### config.mk
export PLATFORM = sky130hd
export DESIGN_NAME = midi_note_delay_slot_table
export DESIGN_NICKNAME = d
export VERILOG_FILES = /design/src/rtl/core/mndst_pkg.sv /design/src/rtl/core/mndst_cell.sv /design/src/rtl/core/midi_note_delay_slot_table.sv
export SDC_FILE = /design/constraint.sdc
export NUM_CORES = 1
export LEC_CHECK = 0
export ABC_AREA = 1
export BUFFER_PORTS_ARGS = -buffer_cell sky130_fd_sc_hd__buf_2
export CAP_MARGIN = 20
export CORE_ASPECT_RATIO = 0.5
export CORE_MARGIN = 3
export CORE_UTILIZATION = 40
export DETAILED_ROUTE_END_ITERATION = 16
export GPL_ROUTABILITY_DRIVEN = 0
export PLACE_DENSITY_LB_ADDON = 0.05
export REMOVE_ABC_BUFFERS = 1
export SLEW_MARGIN = 20
export SYNTH_ARGS = -nofsm -noshare
export SYNTH_HDL_FRONTEND = slang
export SYNTH_SLANG_ARGS = --single-unit
### constraint.sdc
create_clock -name clk -period 10.8 [get_ports clk]
set_clock_uncertainty 0.1 [all_clocks]
set_input_delay 1.08 -clock clk [delete_from_list [all_inputs] [get_ports clk]]
set_output_delay 1.08 -clock clk [all_outputs]
set_load 0.01 [all_outputs]
### src/rtl/core/mndst_pkg.sv
// Shared types and constants of the MIDI note delay slot table.
// Used by mndst_cell and midi_note_delay_slot_table; depends on nothing.
package mndst_pkg;

    localparam int SLOTS       = 32;
    localparam int MAX_RESULTS = 32;

    localparam int DELAY_W = 20;
    localparam int POS_W   = 16;
    localparam int DUE_W   = 21;
    localparam int MSG_W   = 22;
    localparam int STEP_W  = $clog2(SLOTS + 1);
    localparam int CNT_W   = $clog2(MAX_RESULTS + 1);

    localparam logic [STEP_W-1:0] STEP_FULL = STEP_W'(SLOTS);
    localparam logic [STEP_W-1:0] STEP_LAST = STEP_W'(SLOTS - 1);
    localparam logic [CNT_W-1:0]  CNT_MAX   = CNT_W'(MAX_RESULTS);

    // Input command codes
    localparam logic CMD_EVENT     = 1'b0;
    localparam logic CMD_BLOCK_END = 1'b1;

    // Result kinds
    localparam logic [1:0] KIND_PASS   = 2'd0;
    localparam logic [1:0] KIND_NOTE   = 2'd1;
    localparam logic [1:0] KIND_MARKER = 2'd2;

    // Sequencer states
    localparam logic [1:0] ST_IDLE  = 2'd0;
    localparam logic [1:0] ST_INS   = 2'd1;
    localparam logic [1:0] ST_SCAN  = 2'd2;
    localparam logic [1:0] ST_FLUSH = 2'd3;

    // One slot of the ring: message is {status, data_one, data_two}
    typedef struct packed {
        logic             used;
        logic [DUE_W-1:0] due;
        logic [MSG_W-1:0] msg;
    } slot_t;

endpackage

### src/rtl/core/mndst_cell.sv
// One slot cell of the rotating slot ring.
// Depends on mndst_pkg for slot_t.
module mndst_cell (
    input  logic            clk,
    input  logic            rst_n,
    input  logic            shift_en,
    input  mndst_pkg::slot_t din,
    output mndst_pkg::slot_t dout
);
    import mndst_pkg::*;

    logic             used_reg;
    logic [DUE_W-1:0] due_reg;
    logic [MSG_W-1:0] msg_reg;

    // Occupancy clears at reset; payload is meaningless while free
    always_ff @(posedge clk or negedge rst_n)
    begin
        if (!rst_n)
        begin
            used_reg <= 1'b0;
        end
        else if (shift_en)
        begin
            used_reg <= din.used;
        end
    end

    always_ff @(posedge clk)
    begin
        if (shift_en)
        begin
            due_reg <= din.due;
            msg_reg <= din.msg;
        end
    end

    assign dout.used = used_reg;
    assign dout.due  = due_reg;
    assign dout.msg  = msg_reg;

endmodule

### src/rtl/core/midi_note_delay_slot_table.sv
// Top level of the MIDI note delay slot table: sequencer, output staging
// and a ring of mndst_cell slots. Depends on mndst_pkg and mndst_cell.
//
// Usage:
//   Input items arrive on s_tvalid/s_tready/s_tdata/s_tuser; s_tuser is the
//   command (event or end of block). A note-on/off event (status 0x80..0x9F)
//   is stored in the slot ring with due time sample_pos + delay_samples and
//   produces no result. Any other event comes straight back as one result.
//   An end-of-block item emits every stored note due within the block, in
//   ring order from the slot after the cursor, and ages every other note by
//   the block length; with nothing due it returns a single marker result.
//   m_tlast marks the final result of each input item.
//
// Ring operation:
//   The slots sit in a ring of cells rotating one slot per cycle while
//   inserting, and while scanning unless held; only the head cell is
//   examined and rewritten. The ring always rests with the slot after the
//   cursor at the head. Pass-through: pending, then output register.
//   Note insert: rotate past occupied slots, overwriting after a full turn.
//   End of block: one full turn of the ring, then the final flush.
//   One item is worked on at a time; s_tready is high only when idle.
//
// Reset and backpressure:
//   Reset frees every slot, clears the cursor and sets delay_samples to 0.
//   The output register and one pending result register decouple the ring
//   from m_tready; the ring holds its rotation only when a due note has to
//   go out while both are full.
module midi_note_delay_slot_table (
    input  logic                           clk,
    input  logic                           rst_n,
    // Configuration: delay_samples
    input  logic                           cfg_we,
    input  logic [mndst_pkg::DELAY_W-1:0]  cfg_wdata,
    // Input items
    input  logic                           s_tvalid,
    output logic                           s_tready,
    // s_tdata: status_byte[7:0], data_one[14:8], data_two[21:15],
    //          sample_pos[37:22], block_len[53:38], zero fill[55:54]
    input  logic [55:0]                    s_tdata,
    // s_tuser: cmd[0]
    input  logic [0:0]                     s_tuser,
    // Result items
    output logic                           m_tvalid,
    input  logic                           m_tready,
    // m_tdata: out_status[7:0], out_data_one[14:8], out_data_two[21:15],
    //          out_pos[37:22], zero fill[39:38]
    output logic [39:0]                    m_tdata,
    // m_tuser: kind[1:0]
    output logic [1:0]                     m_tuser,
    output logic                           m_tlast
);
    import mndst_pkg::*;

    // Input field split
    logic [7:0]       in_status;
    logic [6:0]       in_d1;
    logic [6:0]       in_d2;
    logic [POS_W-1:0] in_pos;
    logic [POS_W-1:0] in_blen;
    logic [MSG_W-1:0] in_msg;
    logic             in_note;

    assign in_status = s_tdata[7:0];
    assign in_d1     = s_tdata[14:8];
    assign in_d2     = s_tdata[21:15];
    assign in_pos    = s_tdata[37:22];
    assign in_blen   = s_tdata[53:38];
    assign in_msg    = {in_status, in_d1, in_d2};
    assign in_note   = (in_status[7:5] == 3'b100);

    // Registers
    logic [DELAY_W-1:0] delay_reg;
    logic [1:0]         state_reg,     state_next;
    logic [STEP_W-1:0]  step_reg,      step_next;
    logic [CNT_W-1:0]   cnt_reg,       cnt_next;
    logic [POS_W-1:0]   blen_reg,      blen_next;
    logic [DUE_W-1:0]   ins_due_reg,   ins_due_next;
    logic [MSG_W-1:0]   ins_msg_reg,   ins_msg_next;
    logic               pend_vld_reg,  pend_vld_next;
    logic [1:0]         pend_kind_reg, pend_kind_next;
    logic [MSG_W-1:0]   pend_msg_reg,  pend_msg_next;
    logic [POS_W-1:0]   pend_pos_reg,  pend_pos_next;
    logic               out_vld_reg,   out_vld_next;
    logic [1:0]         out_kind_reg,  out_kind_next;
    logic [MSG_W-1:0]   out_msg_reg,   out_msg_next;
    logic [POS_W-1:0]   out_pos_reg,   out_pos_next;
    logic               out_last_reg,  out_last_next;

    // Slot ring
    slot_t ring [SLOTS];
    slot_t head;
    slot_t tail_in;
    logic  shift_en;

    genvar gi;
    generate
        for (gi = 0; gi < SLOTS; gi++)
        begin : g_ring
            slot_t cell_in;
            if (gi == SLOTS - 1)
            begin : g_tail
                assign cell_in = tail_in;
            end
            else
            begin : g_mid
                assign cell_in = ring[gi + 1];
            end
            mndst_cell u_cell (
                .clk      (clk),
                .rst_n    (rst_n),
                .shift_en (shift_en),
                .din      (cell_in),
                .dout     (ring[gi])
            );
        end
    endgenerate

    assign head = ring[0];

    logic out_free;
    logic hit;
    logic emit;

    assign out_free = !out_vld_reg || m_tready;
    assign hit      = head.used && (head.due < {{(DUE_W-POS_W){1'b0}}, blen_reg});
    assign emit     = hit && (cnt_reg < CNT_MAX);

    always_comb
    begin
        state_next     = state_reg;
        step_next      = step_reg;
        cnt_next       = cnt_reg;
        blen_next      = blen_reg;
        ins_due_next   = ins_due_reg;
        ins_msg_next   = ins_msg_reg;
        pend_vld_next  = pend_vld_reg;
        pend_kind_next = pend_kind_reg;
        pend_msg_next  = pend_msg_reg;
        pend_pos_next  = pend_pos_reg;
        out_vld_next   = out_vld_reg && !m_tready;
        out_kind_next  = out_kind_reg;
        out_msg_next   = out_msg_reg;
        out_pos_next   = out_pos_reg;
        out_last_next  = out_last_reg;
        shift_en       = 1'b0;
        tail_in        = head;

        case (state_reg)
            ST_IDLE:
            begin
                if (s_tvalid)
                begin
                    if (s_tuser[0] == CMD_BLOCK_END)
                    begin
                        blen_next  = in_blen;
                        step_next  = '0;
                        cnt_next   = '0;
                        state_next = ST_SCAN;
                    end
                    else if (in_note)
                    begin
                        ins_due_next = {{(DUE_W-POS_W){1'b0}}, in_pos}
                                     + {{(DUE_W-DELAY_W){1'b0}}, delay_reg};
                        ins_msg_next = in_msg;
                        step_next    = '0;
                        state_next   = ST_INS;
                    end
                    else
                    begin
                        pend_vld_next  = 1'b1;
                        pend_kind_next = KIND_PASS;
                        pend_msg_next  = in_msg;
                        pend_pos_next  = in_pos;
                        state_next     = ST_FLUSH;
                    end
                end
            end

            ST_INS:
            begin
                // Take the head slot if free, or overwrite it after a full turn
                shift_en = 1'b1;
                if (!head.used || step_reg == STEP_FULL)
                begin
                    tail_in.used = 1'b1;
                    tail_in.due  = ins_due_reg;
                    tail_in.msg  = ins_msg_reg;
                    state_next   = ST_IDLE;
                end
                else
                begin
                    step_next = step_reg + 1'b1;
                end
            end

            ST_SCAN:
            begin
                // Hold only when a due note meets a full pending and output stage
                if (!(emit && pend_vld_reg && !out_free))
                begin
                    shift_en = 1'b1;
                    if (emit)
                    begin
                        if (pend_vld_reg)
                        begin
                            out_vld_next  = 1'b1;
                            out_kind_next = pend_kind_reg;
                            out_msg_next  = pend_msg_reg;
                            out_pos_next  = pend_pos_reg;
                            out_last_next = 1'b0;
                        end
                        pend_vld_next  = 1'b1;
                        pend_kind_next = KIND_NOTE;
                        pend_msg_next  = head.msg;
                        pend_pos_next  = head.due[POS_W-1:0];
                        cnt_next       = cnt_reg + 1'b1;
                        tail_in.used   = 1'b0;
                    end
                    else if (hit)
                    begin
                        tail_in.due = '0;
                    end
                    else if (head.used)
                    begin
                        tail_in.due = head.due - {{(DUE_W-POS_W){1'b0}}, blen_reg};
                    end
                    if (step_reg == STEP_LAST)
                    begin
                        state_next = ST_FLUSH;
                    end
                    else
                    begin
                        step_next = step_reg + 1'b1;
                    end
                end
            end

            ST_FLUSH:
            begin
                // Send the held result as the last one, or the empty marker
                if (out_free)
                begin
                    out_vld_next  = 1'b1;
                    out_last_next = 1'b1;
                    if (pend_vld_reg)
                    begin
                        out_kind_next = pend_kind_reg;
                        out_msg_next  = pend_msg_reg;
                        out_pos_next  = pend_pos_reg;
                    end
                    else
                    begin
                        out_kind_next = KIND_MARKER;
                        out_msg_next  = '0;
                        out_pos_next  = '0;
                    end
                    pend_vld_next = 1'b0;
                    state_next    = ST_IDLE;
                end
            end

            default:
            begin
                state_next = ST_IDLE;
            end
        endcase
    end

    always_ff @(posedge clk or negedge rst_n)
    begin
        if (!rst_n)
        begin
            delay_reg    <= '0;
            state_reg    <= ST_IDLE;
            step_reg     <= '0;
            cnt_reg      <= '0;
            pend_vld_reg <= 1'b0;
            out_vld_reg  <= 1'b0;
        end
        else
        begin
            if (cfg_we)
            begin
                delay_reg <= cfg_wdata;
            end
            state_reg    <= state_next;
            step_reg     <= step_next;
            cnt_reg      <= cnt_next;
            pend_vld_reg <= pend_vld_next;
            out_vld_reg  <= out_vld_next;
        end
    end

    // Payload registers, no reset
    always_ff @(posedge clk)
    begin
        blen_reg      <= blen_next;
        ins_due_reg   <= ins_due_next;
        ins_msg_reg   <= ins_msg_next;
        pend_kind_reg <= pend_kind_next;
        pend_msg_reg  <= pend_msg_next;
        pend_pos_reg  <= pend_pos_next;
        out_kind_reg  <= out_kind_next;
        out_msg_reg   <= out_msg_next;
        out_pos_reg   <= out_pos_next;
        out_last_reg  <= out_last_next;
    end

    assign s_tready = (state_reg == ST_IDLE);
    assign m_tvalid = out_vld_reg;
    assign m_tdata  = {2'b00, out_pos_reg, out_msg_reg[6:0], out_msg_reg[13:7],
                       out_msg_reg[21:14]};
    assign m_tuser  = out_kind_reg;
    assign m_tlast  = out_last_reg;

endmodule

# Word level (Yosys, flattened, before mapping)

Cells that the tools add are included.

Register bits after elaboration: 1584
Bits of input ports: 82
Output and inout bits: 45
Logic and storage cells: 245

Add/sub/neg operators: 4
$lt $le $gt $ge: 2
Equality and inequality tests: 19
Muxes and demuxes: 83
Bitwise logic cells: 1
Reductions and logical operators: 24

Operator list:

| operator              | number |
|---|---|
| $mux W22              | 12 |
| $mux W16              | 10 |
| $pmux W22 S2          | 3 |
| $pmux W16 S2          | 2 |
| $mux W21              | 3 |
| $mux W6               | 10 |
| $mux W44              | 1 |
| $mux W2               | 17 |
| $ne A2 B2 Y1 const B  | 11 |
| $add A16 B20 Y21      | 1 |
| $lt A21 B16 Y1        | 1 |
| $sub A21 B16 Y21      | 1 |
| $pmux W6 S3           | 1 |
| $mux W1               | 16 |
| $reduce_and A5 Y1     | 3 |
| $add A6 B1 Y6 const B | 2 |
| $pmux W6 S2           | 1 |
| $reduce_and A6 Y1     | 2 |
| $pmux W2 S2           | 2 |
| $pmux W2 S4           | 1 |
| $reduce_and A7 Y1     | 1 |
| $eq A6 B5 Y1 const B  | 1 |
| $eq A6 B6 Y1 const B  | 1 |
| $lt A6 B6 Y1 const B  | 1 |
| other kinds (16)      | 29 |

# Logic depth before layout (Yosys ltp)

Word-level depth: 7
Mapped depth: 18
Depth with buffers taken out: 17

# Modules after synthesis

A second synthesis with hierarchy kept.

Cell total of the unflattened synthesis: 2772
Area, all modules: 53084.7 um2

By module, submodules not included:

| module                     | times used | cells each | area each (um2) | seq. area each (um2) |
|---|---|---|---|---|
| mndst_cell                 | 32         | 49         | 1338.8          | 1316.3 |
| midi_note_delay_slot_table | 1          | 1204       | 10243.6         | 5074.9 |

# Least setup slack after synthesis

Ideal clock, no wire load.

Kind: register to register
Start point: register g_ring[0].u_cell.due_reg[3]
End point: register g_ring[0].u_cell.due_reg[0], enable pin
Library setup time: 0.614 ns
Data arrival time: 6.848 ns
Data required time: 10.086 ns
Slack: 3.238 ns
Cell stages (with the launch flop): 15
Path buffers: 1
Period minus slack after synthesis: 7.562 ns
Cells stage by stage: edfxtp_1 -> ha_1 -> nand2_2 -> nor2_1 -> nand2_1 -> nand3_2 -> nand2_2 -> nand2_4 -> nand2_4 -> nand4_4 -> nand2_2 -> nand2_2 -> nand2_4 -> inv_4 -> buf_8

Cells in the longest elaborated chain, start to end: 7

RTL lines:

| item                             | line                              | source |
|---|---|---|
| start, declared                  | mndst_cell.sv:13                  | `logic [DUE_W-1:0] due_reg;` |
| start signal, assigned           | mndst_cell.sv:33                  | `due_reg <= din.due;` |
| $lt A21 B16 Y1                   | midi_note_delay_slot_table.sv:125 | `assign hit = head.used && (head.due < {{(DUE_W-POS_W){1'b0}}, blen_reg});` |
| $logic_and A1 B1 Y1              | midi_note_delay_slot_table.sv:125 |  |
| $logic_and A1 B1 Y1              | midi_note_delay_slot_table.sv:126 | `assign emit = hit && (cnt_reg < CNT_MAX);` |
| $logic_and A1 B1 Y1 (2 in a row) | midi_note_delay_slot_table.sv:199 | `if (!(emit && pend_vld_reg && !out_free))` |
| $mux W1                          | midi_note_delay_slot_table.sv:199 |  |
| $pmux W1 S2                      | midi_note_delay_slot_table.sv:148 | `case (state_reg)` |
| via g_ring[0].u_cell.shift_en    | mndst_cell.sv:6                   | `input logic shift_en,` |

The timed path passes the listed nets, and every way through them passes these cells.
A chain may end at the register's enable or synchronous reset.

# Worst setup path in the final report

Start point: register g_ring[0].u_cell.due_reg[3]
End point: register g_ring[23].u_cell.msg_reg[11], enable pin

Cells in the longest elaborated chain, start to end: 7

RTL lines:

| item                             | line                              | source |
|---|---|---|
| $lt A21 B16 Y1                   | midi_note_delay_slot_table.sv:125 |  |
| $logic_and A1 B1 Y1              | midi_note_delay_slot_table.sv:125 |  |
| $logic_and A1 B1 Y1              | midi_note_delay_slot_table.sv:126 |  |
| $logic_and A1 B1 Y1 (2 in a row) | midi_note_delay_slot_table.sv:199 |  |
| $mux W1                          | midi_note_delay_slot_table.sv:199 |  |
| $pmux W1 S2                      | midi_note_delay_slot_table.sv:148 |  |
| end signal, assigned             | mndst_cell.sv:34                  | `msg_reg <= din.msg;` |
| end, declared                    | mndst_cell.sv:14                  | `logic [MSG_W-1:0] msg_reg;` |

No other way between the ends.

==> impl_metrics.toml <==
[grt]
grt_remaining_overflow = 0
grt_usage = 0.129
grt_max_degree = 240
grt_pass1_vias = 21900
antenna_found_initial = 8
grt_pass1_wl_um = 135000

[power_and_ir_drop]
ir_drop_mv = 0.347
p_total_mw = 20.7
p_leak_nw = 21.0
power.density_nw_per_um2 = 345

[final_layout]
regArea_um2 = 47200
fillers = 11000
largest_register_ffs = 704
instances_no_fill = 4810
area_growth_pct = 14.1
multi_input_area_um2 = 4670
nets = 3061
drive_gt1_frac = 0.139

[placed_design]
io_buffers = 122
dpl.cell_count = 4550
place_hpwl_um = 47300

[drt]
vias = 22200
drc = 0
drt_iter0_markers = 2117
viasPerCell = 4.63
firstDrtPassIters = 5
final_antenna_net_count = 0
wirelength_um = 87400
avgRoutedWirePerCell_um = 18.2

[floorplan]
rows = 93
num_io_pins = 127
die_w_um = 519
die_area_um2 = 136000
coreArea_um2 = 130000
dieHeight_um = 263
initial_core_util = 0.406

[critical_path]
cp-end-kind = "flop"
crit_chain = "ha_1 > nand2_2 > nor2_1 > nand2_1 > nand3_2 > nand2_2 > nand2_4 > nand2_4 > nand4_4 > nand2_2 > nand2_2 > nand2_4 > inv_16 > buf_12 > buf_12"
critPathKind = "reg -> reg"
r2r_start = "g_ring[0].u_cell.due_reg[3]$_DFFE_PP_"
crit_top_cell = "nand2_2"
crit_buf_inv = 3
cp.required_ns = 11.05
startpoint = "g_ring[0].u_cell.due_reg[3]$_DFFE_PP_"
crit_family = "buffers and inverters"
slowest_stage = "inv_16"
critPathLaunchType = "flop"
crit_fanout = 239
arrival_ns = 5.55
slowest_delay_ns = 0.70

[cts]
cts_setup_buffers = 0
htreeDepth = 4
cts_sinks = 1583
cts_resized = 0
cts.hold.buffers_added = 0
cts_made_buffers = 142
cts.clk_slew.worst_paths_ns = 0.07
clk_latency_ns = 0.74
cts.path.max_buffers = 3
cts_tree = "done"
cts_root_buf = "clkbuf_16"

[synth]
netlist_area_um2 = 52700
ys_types = 52
synth_top_flop_cell = "edfxtp_1"
seq_area_frac_synth = 0.896
synthArstFlopShare = 0.0430
synth_area_per_cell_um2 = 19.6
yosysWarnings = 0
synthTopCellsByArea = "edfxtp_1 (86%), dfrtp_1 (3.2%), nand2_1 (3.2%)"
synth-edff-count = 1515
synth.top_cell.area_share = 0.863
ys_seq_elements = 1583
syn_inst = 2695
synth_top_area_cell = "edfxtp_1"

[sta]
hold_slack_ns = 0.303
period_share = 0.491
final_hold_viol_count = 0
fmax_ghz = 0.189
grt_setup_unrepaired = "no"
layout_min_cycle_time_ns = 5.30
maxSlewHeadroom = 0.262
slew_viol_final = 0
tightestPinTransition_ns = 1.11
setup_violations = 0

[worst_hold_path]
min_path_type = "reg -> reg"
hp-start = "g_ring[14].u_cell.msg_reg[7]$_DFFE_PP_"

[outcome]
status = "finished, final reports clean"

[flow_run]
drv_cap = 0
synthesized netlist by cell type, types with 16 or more instances:
cell type	n
nand3_1	46
inv_1	161
a21oi_1	40
nand4_1	17
nor2_1	106
mux2_2	16
xor2_1	21
clkbuf_1	22
nand2_1	449
edfxtp_1	1515
nand2_2	26
ha_1	39
o21ai_0	52
dfrtp_1	68
area by class of cell:
type / count / area share
diodes: 1 / 0.0000416
flip-flops and latches: 1583 / 0.785
repair buffers: 143 / 0.0143
clock buffers: 192 / 0.0653
clock inverters: 66 / 0.0102
inverters: 164 / 0.0105
well taps: 1757 / 0.0366
multi-input cells: 904 / 0.0778
report_power, final:
group	internal [mW]	leakage (nW)	total (mW)	switching, mW
clock network	2.76	2.21	4.93	2.17
registers	11.5	15.0	12.4	0.927
logic	0.604	3.76	3.35	2.75
total	14.9	21.0	20.7	5.85
placed cells by master, fill, tap and decap left out, types with 3 or more instances in the layout:
cell | synthesis | routed
a221oi_1 | 5 | 5
buf_2 | 8 | 121
nor2_1 | 106 | 104
o21ai_0 | 52 | 52
nand4_1 | 17 | 17
xor2_1 | 21 | 21
a21oi_1 | 40 | 39
o21ai_1 | 11 | 11
o211ai_1 | 6 | 6
edfxtp_1 | 1515 | 1515
clkbuf_1 | 22 | 36
nand2_2 | 26 | 26
mux2_2 | 16 | 16
nor2_4 | 2 | 4
buf_12 | 0 | 5
inv_6 | 0 | 5
nand3_1 | 46 | 46
nor3_1 | 9 | 7
nand2_1 | 449 | 449
buf_4 | 4 | 15
xnor2_1 | 7 | 7
or2_2 | 4 | 4
o21ai_2 | 13 | 13
clkinv_1 | 0 | 28
inv_1 | 161 | 159
dfrtp_1 | 68 | 68
clkbuf_8 | 0 | 10
clkinv_8 | 0 | 4
bufinv_16 | 0 | 8
clkbuf_16 | 0 | 146
clkinv_2 | 0 | 15
nand3_2 | 3 | 3
nand2_4 | 3 | 3
inv_2 | 2 | 4
nor3_2 | 1 | 3
ha_1 | 39 | 38
worst paths after layout:
check / endpoint / slack [ns] / depth (start not counted)
max: g_ring[23].u_cell.msg_reg[11]$_DFFE_PP_ / 5.50 / 15
min in group asynchronous: m_tvalid$_DFF_PN0_ / 0.39 / 1
min: g_ring[13].u_cell.msg_reg[7]$_DFFE_PP_ / 0.30 / 0
min reg2reg: g_ring[13].u_cell.msg_reg[7]$_DFFE_PP_ / 0.30 / 0
max reg2reg: g_ring[23].u_cell.msg_reg[11]$_DFFE_PP_ / 5.50 / 15
max in group asynchronous: delay_reg[2]$_DFFE_PN0P_ / 9.59 / 1
metal layers:
metal  vias to the layer above  track usage  part of all wire
met5                         -            0           0.00026
met4                         4       0.0479             0.027
met3                       168       0.0277             0.039
li1                      10400            -                 -
met2                       344        0.174              0.42
met1                     11300        0.202              0.51
per-stage QoR:
| stage | instance area [µm²] | util | TNS (ns) | setup WS (ns) |
|---|---|---|---|---|
| floorplan | 52400 | - | -1166.35 | -0.841 |
| global placement | 55500 | 0.428 | 0 | 5.58 |
| detailed placement | 55500 | 0.428 | 0 | 5.46 |
| CTS | 60100 | 0.463 | 0 | 5.44 |
| global route | 60100 | 0.463 | 0 | 5.24 |
| finish | 60100 | 0.463 | 0 | 5.50 |
kinds of logic (layout without fill, tap and decap cells):
logic type | count (synthesis) | in the layout | synth area share
flops | 1583 | 1583 | 0.896
simple gates | 676 | 676 | 0.0539
buf+inv | 209 | 565 | 0.0163
compound gates | 141 | 141 | 0.0159
fa+ha+maj | 41 | 41 | 0.0100
xor+xnor | 28 | 28 | 0.00465
mux | 16 | 16 | 0.00342
other cells | 1 | 3 | 0.0000712
Note: power is estimated with default switching activity, not from simulation.
